File: config.mk
export PLATFORM = sky130hd
export DESIGN_NAME = open_loop_svpwm_generator_top_flat
export DESIGN_NICKNAME = d
export VERILOG_FILES = /design/src/rtl/svpwm_pkg.sv /design/src/rtl/svpwm_tick_if.sv /design/src/rtl/svpwm_duty_if.sv /design/src/rtl/svpwm_mul.sv /design/src/rtl/svpwm_sine_rom.sv /design/src/rtl/open_loop_svpwm_generator_top.sv /design/src/flat_wrapper.sv
export SDC_FILE = /design/constraint.sdc
export NUM_CORES = 2
export LEC_CHECK = 0
export ABC_AREA = 1
export BUFFER_PORTS_ARGS = -buffer_cell sky130_fd_sc_hd__buf_2
export CAP_MARGIN = 20
export CORE_UTILIZATION = 45
export CTS_CLUSTER_DIAMETER = 30
export CTS_CLUSTER_SIZE = 25
export DETAILED_ROUTE_END_ITERATION = 10
export RECOVER_POWER = 100
export SYNTH_ARGS = -nofsm -noshare
export SYNTH_HDL_FRONTEND = slang
export SYNTH_SLANG_ARGS = --single-unit
File: constraint.sdc
create_clock -name clk -period 10.4 [get_ports clk]
set_clock_uncertainty 0.15 [all_clocks]
set_input_delay 0.52 -clock clk [delete_from_list [all_inputs] [get_ports clk]]
set_output_delay 0.52 -clock clk [all_outputs]
set_load 0.01 [all_outputs]
File: src/rtl/svpwm_pkg.sv
`default_nettype none
package svpwm_pkg;

  // configuration register indexes
  localparam logic [1:0] REG_AMPLITUDE  = 2'd0;
  localparam logic [1:0] REG_ANGLE_STEP = 2'd1;
  localparam logic [1:0] REG_PWM_PERIOD = 2'd2;

  localparam int CFG_INDEX_W = 2;
  localparam int CFG_DATA_W  = 16;

  // quarter-wave lookup
  localparam int QUARTER_W = 15;
  localparam logic [QUARTER_W-1:0] QUARTER_TURN = 15'd16384;
  localparam logic [15:0] Q15_MAX = 16'd32767;

  // shared multiplier widths
  localparam int MUL_A_W = 19;
  localparam int MUL_B_W = 17;
  localparam int PROD_W  = MUL_A_W + MUL_B_W;

  // sqrt(3)/2 in q15 and rounding bias
  localparam logic signed [MUL_A_W-1:0] SQRT3_HALF_Q15 = 19'sd28378;
  localparam logic signed [PROD_W-1:0]  ROUND_BIAS     = 36'sd16384;

  typedef logic signed [MUL_A_W-1:0] mul_a_t;
  typedef logic signed [MUL_B_W-1:0] mul_b_t;
  typedef logic signed [PROD_W-1:0]  prod_t;

endpackage
`default_nettype wire

File: src/rtl/svpwm_tick_if.sv
`default_nettype none
interface svpwm_tick_if;
  logic valid;
  logic ready;
  logic advance;

  modport source (output valid, output advance, input ready);
  modport sink (input valid, input advance, output ready);
endinterface
`default_nettype wire

File: src/rtl/svpwm_duty_if.sv
`default_nettype none
interface svpwm_duty_if;
  logic        valid;
  logic        ready;
  logic [15:0] duty_u;
  logic [15:0] duty_v;
  logic [15:0] duty_w;
  logic [15:0] angle_now;

  modport source (output valid, output duty_u, output duty_v, output duty_w,
                  output angle_now, input ready);
  modport sink (input valid, input duty_u, input duty_v, input duty_w,
                input angle_now, output ready);
endinterface
`default_nettype wire

File: src/rtl/svpwm_mul.sv
`default_nettype none
module svpwm_mul (
  input  wire                  clk,
  input  svpwm_pkg::mul_a_t    a,
  input  svpwm_pkg::mul_b_t    b,
  output svpwm_pkg::prod_t     prod
);

  // registered signed product
  always_ff @(posedge clk) begin
    prod <= svpwm_pkg::PROD_W'(a) * svpwm_pkg::PROD_W'(b);
  end

endmodule
`default_nettype wire

File: src/rtl/svpwm_sine_rom.sv
`default_nettype none
module svpwm_sine_rom #(
  parameter int SINE_TABLE_DEPTH = 256
) (
  input  wire                                clk,
  input  wire [svpwm_pkg::QUARTER_W-1:0]     quarter,
  output logic [15:0]                        mag
);

  localparam int IDX_W   = $clog2(SINE_TABLE_DEPTH);
  localparam int SCALE_W = svpwm_pkg::QUARTER_W + IDX_W + 1;

  // odd taylor series in q30, entry scaled to q15 with rounding
  function automatic logic [15:0] sine_entry(input int unsigned idx);
    longint unsigned x;
    longint unsigned x2;
    longint unsigned t;
    longint unsigned s;
    x  = (longint'(idx) * 64'd1686629713) / SINE_TABLE_DEPTH;
    x2 = (x * x) >> 30;
    t  = 64'd1073741824;
    t  = t - ((x2 * t) >> 30) / 64'd110;
    t  = t - ((x2 * t) >> 30) / 64'd72;
    t  = t - ((x2 * t) >> 30) / 64'd42;
    t  = t - ((x2 * t) >> 30) / 64'd20;
    t  = t - ((x2 * t) >> 30) / 64'd6;
    s  = (x * t) >> 30;
    return 16'((s * 64'd32767 + 64'd536870912) >> 30);
  endfunction

  logic [15:0]          sine_rom [SINE_TABLE_DEPTH];
  logic [SCALE_W-1:0]   scaled;
  logic [IDX_W-1:0]     idx;
  logic                 full_scale;

  // constant quarter-wave contents
  for (genvar i = 0; i < SINE_TABLE_DEPTH; i++) begin : g_rom
    localparam logic [15:0] ENTRY = sine_entry(i);
    assign sine_rom[i] = ENTRY;
  end

  // index = quarter * depth / 16384
  assign scaled     = SCALE_W'(quarter) * SCALE_W'(SINE_TABLE_DEPTH);
  assign idx        = scaled[svpwm_pkg::QUARTER_W-1 +: IDX_W];
  assign full_scale = (quarter >= svpwm_pkg::QUARTER_TURN);

  // registered read
  always_ff @(posedge clk) begin
    if (full_scale) begin
      mag <= svpwm_pkg::Q15_MAX;
    end else begin
      mag <= sine_rom[idx];
    end
  end

endmodule
`default_nettype wire

File: src/rtl/open_loop_svpwm_generator_top.sv
// Open-loop space-vector PWM generator with min-max common-mode injection.
// tick (sink): one beat per PWM period; advance=1 steps the phase by
// angle_step before computing, advance=0 recomputes at the current phase.
// duty (source): one beat per tick beat with three compare counts in
// 0..pwm_period and the 16-bit angle they were computed at.
// Config: cfg_we/cfg_index/cfg_data write amplitude (0), angle_step (1)
// and pwm_period (2); write only while no tick is in flight.
// A sequencer walks each tick through the states SIN, COS, MCOS, MSIN, MB,
// VBC, SUM, D0, D1, D2, D3 and OUT, using one quarter-wave ROM read port and
// one shared 19x17 multiplier; tick.ready is high only while the sequencer
// is idle, so no new tick is taken before the last one is through.
// The result sits in an output register, so the next tick is accepted while
// a result waits; if the receiver still holds off when the following result
// is ready, the sequencer waits and takes no new tick.
// Reset: phase goes to zero, registers to amplitude 1638, angle_step 104,
// pwm_period 1000, no result pending. The sine table is constant logic.
`default_nettype none
module open_loop_svpwm_generator_top #(
  parameter int SINE_TABLE_DEPTH = 256,
  parameter int PHASE_BITS       = 16
) (
  input  wire                                 clk,
  input  wire                                 rst,
  input  wire                                 cfg_we,
  input  wire [svpwm_pkg::CFG_INDEX_W-1:0]    cfg_index,
  input  wire [svpwm_pkg::CFG_DATA_W-1:0]     cfg_data,
  svpwm_tick_if.sink                          tick,
  svpwm_duty_if.source                        duty
);

  localparam logic [3:0] ST_IDLE = 4'd0;
  localparam logic [3:0] ST_SIN  = 4'd1;
  localparam logic [3:0] ST_COS  = 4'd2;
  localparam logic [3:0] ST_MCOS = 4'd3;
  localparam logic [3:0] ST_MSIN = 4'd4;
  localparam logic [3:0] ST_MB   = 4'd5;
  localparam logic [3:0] ST_VBC  = 4'd6;
  localparam logic [3:0] ST_SUM  = 4'd7;
  localparam logic [3:0] ST_D0   = 4'd8;
  localparam logic [3:0] ST_D1   = 4'd9;
  localparam logic [3:0] ST_D2   = 4'd10;
  localparam logic [3:0] ST_D3   = 4'd11;
  localparam logic [3:0] ST_OUT  = 4'd12;

  localparam int SUM_W = (PHASE_BITS > 16) ? PHASE_BITS : 16;

  logic [3:0]             state;
  logic [3:0]             state_next;
  logic [PHASE_BITS-1:0]  phase;
  logic [SUM_W-1:0]       phase_sum;
  logic [14:0]            amplitude;
  logic [15:0]            angle_step;
  logic [15:0]            pwm_period;
  logic [15:0]            angle_now;
  logic [15:0]            cos_angle;

  logic [svpwm_pkg::QUARTER_W-1:0] rom_quarter;
  logic [15:0]                     rom_mag;

  svpwm_pkg::mul_a_t      mul_a;
  svpwm_pkg::mul_b_t      mul_b;
  svpwm_pkg::prod_t       prod;
  svpwm_pkg::prod_t       prod_rnd;
  svpwm_pkg::prod_t       vb_raw;
  svpwm_pkg::prod_t       vc_raw;
  svpwm_pkg::prod_t       vb_rnd;
  svpwm_pkg::prod_t       vc_rnd;
  svpwm_pkg::prod_t       alpha_sh;

  logic signed [16:0]     sin_v;
  logic signed [16:0]     cos_now;
  logic signed [16:0]     sin_now;
  logic signed [16:0]     alpha;
  logic signed [16:0]     beta_now;
  logic signed [17:0]     vb;
  logic signed [17:0]     vc;
  logic signed [17:0]     va_x;
  logic signed [17:0]     v_max;
  logic signed [17:0]     v_min;
  logic signed [18:0]     sum;
  logic [18:0]            duty_raw;
  logic [15:0]            duty_sat;
  logic [15:0]            duty0;
  logic [15:0]            duty1;
  logic [15:0]            duty2;

  logic                   out_valid;
  logic [15:0]            out_u;
  logic [15:0]            out_v;
  logic [15:0]            out_w;
  logic [15:0]            out_angle;
  logic                   out_load;

  // quarter offset into the first quadrant
  function automatic logic [svpwm_pkg::QUARTER_W-1:0] quarter_of(input logic [15:0] ang);
    logic [svpwm_pkg::QUARTER_W-1:0] f;
    f = {1'b0, ang[13:0]};
    return ang[14] ? (svpwm_pkg::QUARTER_TURN - f) : f;
  endfunction

  // quadrant sign on the table magnitude
  function automatic logic signed [16:0] signed_mag(input logic neg, input logic [15:0] mag);
    logic signed [16:0] m;
    m = signed'({1'b0, mag});
    return neg ? -m : m;
  endfunction

  // 2v - (max + min) + 65536, clipped to 0..2^18-1
  function automatic svpwm_pkg::mul_a_t level_of(input logic signed [17:0] v,
                                                 input logic signed [18:0] s);
    logic signed [20:0] n;
    n = 21'(v) * 21'sd2 - 21'(s) + 21'sd65536;
    if (n < 0) begin
      return '0;
    end else if (n > 21'sd262143) begin
      return 19'sd262143;
    end else begin
      return signed'({1'b0, n[17:0]});
    end
  endfunction

  // phase and angle
  assign phase_sum = SUM_W'(phase) + SUM_W'(angle_step);
  if (PHASE_BITS >= 16) begin : g_ang_wide
    assign angle_now = phase[PHASE_BITS-1 -: 16];
  end else begin : g_ang_narrow
    assign angle_now = {phase, {(16 - PHASE_BITS){1'b0}}};
  end
  assign cos_angle = angle_now + 16'd16384;

  // table request: sine angle first, then cosine
  assign rom_quarter = (state == ST_COS) ? quarter_of(cos_angle) : quarter_of(angle_now);

  svpwm_sine_rom #(
    .SINE_TABLE_DEPTH (SINE_TABLE_DEPTH)
  ) u_rom (
    .clk     (clk),
    .quarter (rom_quarter),
    .mag     (rom_mag)
  );

  assign sin_now = signed_mag(angle_now[15], rom_mag);
  assign cos_now = signed_mag(cos_angle[15], rom_mag);

  // round half up of the product: (p + 16384) >> 15
  assign prod_rnd = (prod + svpwm_pkg::ROUND_BIAS) >>> 15;
  assign beta_now = prod_rnd[16:0];

  // inverse clarke legs from -alpha/2 and sqrt(3)/2 * beta
  assign alpha_sh = svpwm_pkg::PROD_W'(alpha) <<< 14;
  assign vb_raw   = prod - alpha_sh;
  assign vc_raw   = -prod - alpha_sh;
  assign vb_rnd   = (vb_raw + svpwm_pkg::ROUND_BIAS) >>> 15;
  assign vc_rnd   = (vc_raw + svpwm_pkg::ROUND_BIAS) >>> 15;

  // min-max midpoint
  assign va_x = 18'(alpha);
  always_comb begin
    v_max = va_x;
    if (vb > v_max) begin
      v_max = vb;
    end
    if (vc > v_max) begin
      v_max = vc;
    end
    v_min = va_x;
    if (vb < v_min) begin
      v_min = vb;
    end
    if (vc < v_min) begin
      v_min = vc;
    end
  end

  // shared multiplier operand select
  always_comb begin
    mul_a = '0;
    mul_b = '0;
    case (state)
      ST_MCOS: begin
        mul_a = signed'(svpwm_pkg::MUL_A_W'(amplitude));
        mul_b = cos_now;
      end
      ST_MSIN: begin
        mul_a = signed'(svpwm_pkg::MUL_A_W'(amplitude));
        mul_b = sin_v;
      end
      ST_MB: begin
        mul_a = svpwm_pkg::SQRT3_HALF_Q15;
        mul_b = beta_now;
      end
      ST_D0: begin
        mul_a = level_of(va_x, sum);
        mul_b = signed'({1'b0, pwm_period});
      end
      ST_D1: begin
        mul_a = level_of(vb, sum);
        mul_b = signed'({1'b0, pwm_period});
      end
      ST_D2: begin
        mul_a = level_of(vc, sum);
        mul_b = signed'({1'b0, pwm_period});
      end
      default: begin
        mul_a = '0;
        mul_b = '0;
      end
    endcase
  end

  svpwm_mul u_mul (
    .clk  (clk),
    .a    (mul_a),
    .b    (mul_b),
    .prod (prod)
  );

  // duty = level * period / 2^17, saturated at period
  assign duty_raw = prod[35:17];
  assign duty_sat = (duty_raw > {3'b000, pwm_period}) ? pwm_period : duty_raw[15:0];

  // sequencer
  assign tick.ready = (state == ST_IDLE);
  assign out_load   = (state == ST_OUT) && (!out_valid || duty.ready);

  always_comb begin
    state_next = state;
    case (state)
      ST_IDLE: begin
        if (tick.valid) begin
          state_next = ST_SIN;
        end
      end
      ST_SIN:  state_next = ST_COS;
      ST_COS:  state_next = ST_MCOS;
      ST_MCOS: state_next = ST_MSIN;
      ST_MSIN: state_next = ST_MB;
      ST_MB:   state_next = ST_VBC;
      ST_VBC:  state_next = ST_SUM;
      ST_SUM:  state_next = ST_D0;
      ST_D0:   state_next = ST_D1;
      ST_D1:   state_next = ST_D2;
      ST_D2:   state_next = ST_D3;
      ST_D3:   state_next = ST_OUT;
      ST_OUT: begin
        if (out_load) begin
          state_next = ST_IDLE;
        end
      end
      default: state_next = ST_IDLE;
    endcase
  end

  // control state, phase and configuration
  always_ff @(posedge clk) begin
    if (rst) begin
      state      <= ST_IDLE;
      phase      <= '0;
      amplitude  <= 15'd1638;
      angle_step <= 16'd104;
      pwm_period <= 16'd1000;
      out_valid  <= 1'b0;
    end else begin
      state <= state_next;
      if (tick.valid && tick.ready && tick.advance) begin
        phase <= phase_sum[PHASE_BITS-1:0];
      end
      if (cfg_we) begin
        case (cfg_index)
          svpwm_pkg::REG_AMPLITUDE:  amplitude  <= cfg_data[14:0];
          svpwm_pkg::REG_ANGLE_STEP: angle_step <= cfg_data;
          svpwm_pkg::REG_PWM_PERIOD: pwm_period <= cfg_data;
          default: ;
        endcase
      end
      if (out_load) begin
        out_valid <= 1'b1;
      end else if (duty.ready) begin
        out_valid <= 1'b0;
      end
    end
  end

  // datapath registers
  always_ff @(posedge clk) begin
    case (state)
      ST_COS:  sin_v <= sin_now;
      ST_MSIN: alpha <= prod_rnd[16:0];
      ST_VBC: begin
        vb <= vb_rnd[17:0];
        vc <= vc_rnd[17:0];
      end
      ST_SUM:  sum <= 19'(v_max) + 19'(v_min);
      ST_D1:   duty0 <= duty_sat;
      ST_D2:   duty1 <= duty_sat;
      ST_D3:   duty2 <= duty_sat;
      default: ;
    endcase
    if (out_load) begin
      out_u     <= duty0;
      out_v     <= duty1;
      out_w     <= duty2;
      out_angle <= angle_now;
    end
  end

  assign duty.valid     = out_valid;
  assign duty.duty_u    = out_u;
  assign duty.duty_v    = out_v;
  assign duty.duty_w    = out_w;
  assign duty.angle_now = out_angle;

`ifndef SYNTHESIS
  // an accepted tick starts the sequencer
  a_start: assert property (@(posedge clk) disable iff (rst)
    tick.valid && tick.ready |=> state == ST_SIN)
    else $error("sequencer did not start on accepted tick");

  // a finished result waits while the output register is still occupied
  a_hold: assert property (@(posedge clk) disable iff (rst)
    state == ST_OUT && out_valid && !duty.ready |=> state == ST_OUT)
    else $error("finished result dropped while output stalled");

  // a new result only appears from the output state
  a_load: assert property (@(posedge clk) disable iff (rst)
    $rose(duty.valid) |-> $past(state) == ST_OUT)
    else $error("result shown without a finished computation");

  // duties stay within the period
  a_range: assert property (@(posedge clk) disable iff (rst)
    duty.valid |-> duty.duty_u <= pwm_period && duty.duty_v <= pwm_period
                   && duty.duty_w <= pwm_period)
    else $error("duty above pwm period");
`endif

endmodule
`default_nettype wire

File: src/flat_wrapper.sv
// flat-port wrapper written by rule: the top's interface ports become plain ports
module open_loop_svpwm_generator_top_flat 
#(
  parameter int SINE_TABLE_DEPTH = 256,
  parameter int PHASE_BITS       = 16
)
  (clk, rst, cfg_we, cfg_index, cfg_data, tick_valid, tick_advance, tick_ready, duty_valid, duty_duty_u, duty_duty_v, duty_duty_w, duty_angle_now, duty_ready);
  svpwm_tick_if tick_i ();
  svpwm_duty_if duty_i ();
  input  wire clk;
  input  wire rst;
  input  wire cfg_we;
  input  wire [svpwm_pkg::CFG_INDEX_W-1:0] cfg_index;
  input  wire [svpwm_pkg::CFG_DATA_W-1:0] cfg_data;
  input wire logic [$bits(tick_i.valid)-1:0] tick_valid;
  input wire logic [$bits(tick_i.advance)-1:0] tick_advance;
  output wire logic [$bits(tick_i.ready)-1:0] tick_ready;
  output wire logic [$bits(duty_i.valid)-1:0] duty_valid;
  output wire logic [$bits(duty_i.duty_u)-1:0] duty_duty_u;
  output wire logic [$bits(duty_i.duty_v)-1:0] duty_duty_v;
  output wire logic [$bits(duty_i.duty_w)-1:0] duty_duty_w;
  output wire logic [$bits(duty_i.angle_now)-1:0] duty_angle_now;
  input wire logic [$bits(duty_i.ready)-1:0] duty_ready;
  assign tick_i.valid = tick_valid;
  assign tick_i.advance = tick_advance;
  assign tick_ready = tick_i.ready;
  assign duty_valid = duty_i.valid;
  assign duty_duty_u = duty_i.duty_u;
  assign duty_duty_v = duty_i.duty_v;
  assign duty_duty_w = duty_i.duty_w;
  assign duty_angle_now = duty_i.angle_now;
  assign duty_i.ready = duty_ready;
  open_loop_svpwm_generator_top #(.SINE_TABLE_DEPTH(SINE_TABLE_DEPTH), .PHASE_BITS(PHASE_BITS)) u_core (.clk(clk), .rst(rst), .cfg_we(cfg_we), .cfg_index(cfg_index), .cfg_data(cfg_data), .tick(tick_i), .duty(duty_i));
endmodule
Word-level counts from Yosys, hierarchy flattened --
Memory sizes are Yosys's and may differ from the RTL's. A register that Yosys moved wholly into a read port is not among the register bits. Index checks and enable logic that the tools add are counted.
Storage, ports and cells: ROM bits 4096, memories 1, logic and storage cells 106, output and inout port bits 66, flip-flop bits (word level) 305
Cells by class: $add $sub $neg 18, order comparisons 12, reduce and logical (&&, ||, !) cells 14, bitwise logic cells 1, muxes and demuxes 23, equal/unequal tests 16, $mul 1
Memories:
- (name not given) | depth 256, width 16, rd ports 1, clocked after Yosys merged registers in 1, wr ports 0, RTL line svpwm_sine_rom.sv:52 | mag <= sine_rom[idx];
Operator list (count):
- 18-bit two-way mux | 7
- 19-bit one-hot mux with 5 select lines | 1
- 17-bit one-hot mux with 4 select lines | 1
- 33-bit by 16-bit adder with 33-bit output, second input constant | 2
- 33-bit by 31-bit subtractor with 33-bit output | 2
- 20-bit by 18-bit adder with 21-bit output, second input constant | 3
- 21-bit by 19-bit greater-than comparator with 1-bit output, second input constant | 3
- 21-bit by 1-bit less-than comparator with 1-bit output, second input constant | 3
- 19-bit two-way mux | 3
- 4-bit one-hot mux with 13 select lines | 1
- 15-bit two-way mux | 3
- 19-bit by 19-bit subtractor with 20-bit output | 2
- 19-bit by 17-bit multiplier with 36-bit output | 1
- 33-bit negation | 1
- 32-bit by 16-bit adder with 32-bit output, second input constant | 1
- 16-bit two-way mux | 2
- 15-bit by 14-bit subtractor with 15-bit output, first input constant | 2
- 4-bit == test, second input constant | 5
- 18-bit by 19-bit subtractor with 20-bit output | 1
- 18-bit by 18-bit adder with 19-bit output | 1
- 19-bit by 16-bit greater-than comparator with 1-bit output | 1
- 18-bit by 17-bit greater-than comparator with 1-bit output | 1
- 18-bit greater-than comparator | 1
- 18-bit by 17-bit less-than comparator with 1-bit output | 1
- 25 further kinds | 36

Logic depth before layout (Yosys ltp) --
depth after elaboration 7, mapped depth 51

Cells and area by module --
Synthesis repeated with hierarchy kept, for this count alone.
Unflattened totals: cell total of the unflattened synthesis 5844, area total of the unflattened synthesis 41322.1 um^2
Modules (own cells, without submodules):
- open_loop_svpwm_generator_top | sequential area each 7397.1 um^2, cells each 3134, area each 23264.8 um^2, instances 1
- svpwm_mul | sequential area each 720.7 um^2, cells each 1812, area each 13818.3 um^2, instances 1
- svpwm_sine_rom | sequential area each 300.3 um^2, cells each 898, area each 4239.1 um^2, instances 1

Worst setup path after synthesis --
OpenSTA, ideal clock, no wires.
path type register to register, start reg u_core.alpha[0], end reg u_core.u_mul.prod[26], setup time 0.112 ns, clock period less this slack 8.113 ns, cell stages (with the launch flop) 47, data arrival time 7.850 ns, required time 10.138 ns, path slack 2.287 ns, path buffers 1, cell sequence edfxtp_1 -> ha_1 -> ha_1 -> inv_1 -> fa_1 -> inv_1 -> nand3_1 -> nand2_2 -> nand2_2 -> nand2_2 -> nand2_2 -> nand2_1 -> nand2_1 -> nand2_1 -> nand2_1 -> nor2_1 -> nand2_1 -> nor2_1 -> [... 11 more ...] -> fa_1 -> inv_1 -> fa_1 -> fa_1 -> inv_1 -> fa_1 -> inv_1 -> ha_1 -> a21oi_1 -> inv_1 -> a21oi_1 -> o21ai_1 -> a21oi_1 -> o21bai_1 -> nand2_1 -> nand2_1 -> nand2_1 -> nand2_1
On the way: cells in the longest elaborated chain, start to end 7
RTL lines:
- start, declared | RTL line open_loop_svpwm_generator_top.sv:73 | logic signed [16:0] alpha;
- start signal, assigned | RTL line open_loop_svpwm_generator_top.sv:288 | ST_MSIN: alpha <= prod_rnd[16:0];
- 18-bit by 19-bit subtractor with 20-bit output * | RTL line open_loop_svpwm_generator_top.sv:112 | n = 21'(v) * 21'sd2 - 21'(s) + 21'sd65536;
- 20-bit by 18-bit adder with 21-bit output * | RTL line open_loop_svpwm_generator_top.sv:112
- 21-bit by 19-bit greater-than comparator with 1-bit output | RTL line open_loop_svpwm_generator_top.sv:115 | end else if (n > 21'sd262143) begin
- 18-bit two-way mux | RTL line open_loop_svpwm_generator_top.sv:115
- 19-bit two-way mux * | RTL line open_loop_svpwm_generator_top.sv:113 | if (n < 0) begin
- 19-bit one-hot mux with 5 select lines * | RTL line open_loop_svpwm_generator_top.sv:179 | case (state)
- 19-bit by 17-bit multiplier with 36-bit output * | RTL line svpwm_mul.sv:11 | prod <= svpwm_pkg::PROD_W'(a) * svpwm_pkg::PROD_W'(b);
- end signal, assigned | RTL line svpwm_mul.sv:11
- end, declared | RTL line svpwm_mul.sv:6 | output svpwm_pkg::prod_t prod
Every way passes the cells marked *; elsewhere a longest branch is shown, timed or not. A chain may end at the register's enable or synchronous reset.

Worst setup path after layout --
start reg u_core.sum[0], end reg u_core.u_mul.prod[35]
On the way: cells in the longest elaborated chain, start to end 7
RTL lines:
- start, declared | RTL line open_loop_svpwm_generator_top.sv:80 | logic signed [18:0] sum;
- start signal, assigned | RTL line open_loop_svpwm_generator_top.sv:293 | ST_SUM: sum <= 19'(v_max) + 19'(v_min);
- 19-bit by 19-bit subtractor with 20-bit output / 18-bit by 19-bit subtractor with 20-bit output (equally long branches) | RTL line open_loop_svpwm_generator_top.sv:112
- 20-bit by 18-bit adder with 21-bit output | RTL line open_loop_svpwm_generator_top.sv:112
- 21-bit by 19-bit greater-than comparator with 1-bit output | RTL line open_loop_svpwm_generator_top.sv:115
- 18-bit two-way mux | RTL line open_loop_svpwm_generator_top.sv:115
- 19-bit two-way mux | RTL line open_loop_svpwm_generator_top.sv:113
- 19-bit one-hot mux with 5 select lines * | RTL line open_loop_svpwm_generator_top.sv:179
- 19-bit by 17-bit multiplier with 36-bit output * | RTL line svpwm_mul.sv:11
Marked as above.

==> impl_metrics.csv <==
group,metric,value,unit
status,status,"finished with violations",
status,violations,"capacitance limit, slew limit",
run,maxCapViolations,6,
die,start_util,45.7,%
clocking,cts_tree,"yes",
sta,rsz0062_at_grt,"no",
global_route,grt_pass1_wl,213000,µm
route,drt_pre_antenna_iters,6,
clocking,clk_path_buf_depth,3,
power_and_ir_drop,seqPwrFrac,28.3,%
yosys,synth-seq-cells,320,
placed_design,routabilityCongestion,1.03,
global_route,first_global_vias,35329,
clocking,cts-root-buf,"clkbuf_16",
cells_and_area,layout.nets,6187,
sta,slew_headroom,-134,%
sta,tightest_slew,3.52,ns
route,vias,36396,
cells_and_area,diodes,0,
cells_and_area,drive_above_1_share,6.10,%
global_route,grtUsageMet2,52.5,%
placed_design,port_buffers,89,
sta,min_period,9.67,ns
yosys,synth_area,39100,µm²
cells_and_area,nFillCells,8721,
clocking,cts_sinks,320,
yosys,synth_async_sr_flop_share,0,%
yosys,synth.top_cell.area_share,15.4,%
power_and_ir_drop,ir_worst_vdd,0.115,mV
route,routed_wl,140000,µm
worst_setup_path,critPathMaxFanout,15,
route,postRouteAntennaNets,0,
worst_setup_path,worstSetupStartpointType,"flop",
yosys,avgSynthCellArea,7.28,µm²
worst_setup_path,critical-path-slowest-cell,"edfxtp_1",
yosys,yosys.area.top_type,"edfxtp_1",
global_route,grt_overflow_total,0,
route,wire_per_inst,21.1,µm
route,drc,0,
die,dieArea,88000,µm²
placed_design,post-place-cells,6525,
yosys,yosysUniqueCellTypes,65,
clocking,numCtsBuffers,69,
power_and_ir_drop,power_switching_share,36.9,%
sta,finalSetupTns,0,ns
min_path,worst_hold_path_type,"primary input to flop",
global_route,grt_max_degree,79,
die,num_rows,107,
sta,finalCritPeriodShare,93.0,%
power_and_ir_drop,total_power,5290,µW
worst_setup_path,reg2reg_depth,44,
clocking,clk_latency,0.61,ns
worst_setup_path,r2r-start,"u_core.sum[0]$_DFFE_PP_",
yosys,yosysSeqAreaShare,21.5,%
global_route,met1_usage,41.3,%
sta,fmax,0.103,GHz
global_route,grtUsageMet3,4.60,%
global_route,antenna_found_initial,1,
worst_setup_path,path_class,"flop to flop",
sta,finalMaxSlewViolations,190,
power_and_ir_drop,p_int,3340,µW
yosys,yosys_warnings,0,
die,die_y,297,µm
global_route,grt_usage,32.1,%
power_and_ir_drop,power.leakage,0.0220,µW
cells_and_area,fin_cells,6652,
power_and_ir_drop,combPwrFrac,28.9,%
worst_setup_path,reg2reg_to,"u_core.u_mul.prod[35]$_DFF_P_",
cells_and_area,synthToLayoutAreaGrowth,9.64,%
yosys,synth_top_flop_cell,"edfxtp_1",
sta,hold_violations,0,
power_and_ir_drop,p_per_area,123,nW/µm²
clocking,cts_setup_buffers,0,
min_path,holdPathStages,3,
worst_setup_path,max_stage_delay,0.55,ns
min_path,holdPathEnd,"u_core.angle_step[3]$_SDFFE_PP1P_",
clocking,clk_pin_slew,0.05,ns
power_and_ir_drop,p_sw,1950,µW
yosys,syn_nets,6102,
global_route,grt.busiest_layer,"met2",
route,drt_iter0_drc,3110,
die,core,85500,µm²
min_path,hold_start,"cfg_data[3]",
die,ios,90,
worst_setup_path,worstSetupEndpointType,"flop",
yosys,synth.area.top_cells,"edfxtp_1 15%, ha_1 15%, nand2_1 13%, fa_1 13%, inv_1 8.7%",
power_and_ir_drop,clkPwrFrac,42.8,%
placed_design,dp_hpwl,115000,µm
clocking,cts-htree-levels,3,
route,vias_per_cell,5.47,
die,die_width,297,µm
sta,finalSetupViolations,0,
worst_setup_path,required,10.72,ns
yosys,syn_inst,5367,
worst_setup_path,worstPathArrival,9.99,ns
yosys,synth_edf_count,201,
worst_setup_path,r2r_setup_slack,0.73,ns
registers in the layout, indices dropped and copies added (netlist names), 17 cells and up:
name               cells
u_core.u_mul.prod     36
u_core.vc             18
u_core.sin_v          17
u_core.vb             18
u_core.sum            19
u_core.alpha          17
timing repair:
item	CTS	global route
hold buffers	0	0
gates resized for setup	0	1
setup endpoints to repair	0	1
cells by family after synthesis:
logic type	Yosys count	synth area share (%)
adder cells (fa/ha/maj)	711	27.5
flip-flops	320	21.5
AO/OA/AOI/OAI	816	11.6
buffers and inverters	1057	10.7
XOR/XNOR	126	2.98
AND/OR/NAND/NOR	2337	25.7
through the flow:
step	worst slack (ns)	hold slack, ns	util [%]	cell area (µm²)
2_1_floorplan	2.29	0.250	-	39100
3_3_place_gp	0.821	0.251	47.5	40700
3_5_place_dp	0.698	0.255	47.5	40700
4_1_cts	0.688	0.0197	50.3	43100
5_1_grt	0.106	0.0463	50.1	42800
6_report	0.726	0.0351	50.1	42800
synth_stat cells (15+ instances only):
cell,number
a21oi_1,285
a31oi_1,17
buf_2,26
buf_4,15
clkbuf_1,54
dfxtp_1,119
edfxtp_1,201
fa_1,244
ha_1,467
inv_1,909
inv_2,29
nand2_1,1322
nand2_2,45
nand2_4,16
nand3_1,289
nand3b_1,16
nand4_1,53
nor2_1,467
nor2_2,39
nor3_1,40
o211ai_1,50
o21ai_0,342
o21ai_1,25
o21bai_1,18
xnor2_1,29
xor2_1,92
how the worst max path moves through the flow:
stage                               endpoint  slack, ns                      start  cells past startpoint
2_1_floorplan  u_core.u_mul.prod[26]$_DFF_P_       2.29  u_core.alpha[0]$_DFFE_PP_                     46
3_5_place_dp   u_core.u_mul.prod[35]$_DFF_P_       0.70    u_core.sum[0]$_DFFE_PP_                     39
6_report       u_core.u_mul.prod[35]$_DFF_P_       0.73    u_core.sum[0]$_DFFE_PP_                     44
3_3_place_gp   u_core.u_mul.prod[26]$_DFF_P_       0.82    u_core.sum[0]$_DFFE_PP_                     46
5_1_grt        u_core.u_mul.prod[24]$_DFF_P_       0.11    u_core.sum[0]$_DFFE_PP_                     45
4_1_cts        u_core.u_mul.prod[35]$_DFF_P_       0.69    u_core.sum[0]$_DFFE_PP_                     39
cells in the final DEF, fill, tap and decap left out, types with 82 or more instances in the layout:
cell / Yosys / routed
nand2_1: 1322 / 1326
inv_1: 909 / 912
nor2_1: 467 / 471
ha_1: 467 / 467
o21ai_0: 342 / 346
nand3_1: 289 / 289
a21oi_1: 285 / 285
fa_1: 244 / 244
edfxtp_1: 201 / 201
dfxtp_1: 119 / 119
xor2_1: 92 / 93
clkbuf_1: 54 / 82
final cells by class:
cell class,count,area [µm²],share of cell area (%)
Inverter,942,3540,8.26
Clock buffer,78,1800,4.20
Timing Repair Buffer,129,627,1.46
Clock inverter,49,612,1.43
Sequential cell,320,8420,19.7
Tap cell,1144,1430,3.34
Multi-Input combinational cell,3990,26400,61.7
power by group through the flow:
| stage | sequential, µW | combinational [µW] | clock [µW] |
|---|---|---|---|
| floorplan | 1490 | 1020 | 0 |
| global placement | 1520 | 1490 | 0 |
| detailed placement | 1520 | 1480 | 0 |
| CTS | 1490 | 1490 | 2290 |
| global route | 1500 | 1660 | 2350 |
| finish | 1490 | 1530 | 2260 |
critical path, delay by kind of cell (launching register included):
kind	cells	cell delay, ns
flops	1	0.55
compound gates	5	0.82
simple gates	21	2.61
fa+ha+maj	9	4.23
buf+inv	8	1.07
xor+xnor	1	0.15
routing by layer:
| layer | share of wire (%) | routed length, µm |
|---|---|---|
| met1 | 42 | 58900 |
| met2 | 46 | 64100 |
| met3 | 6.8 | 9500 |
| met4 | 5.7 | 7950 |
| met5 | 0 | 0 |
Power figures use the tool's default switching activity.
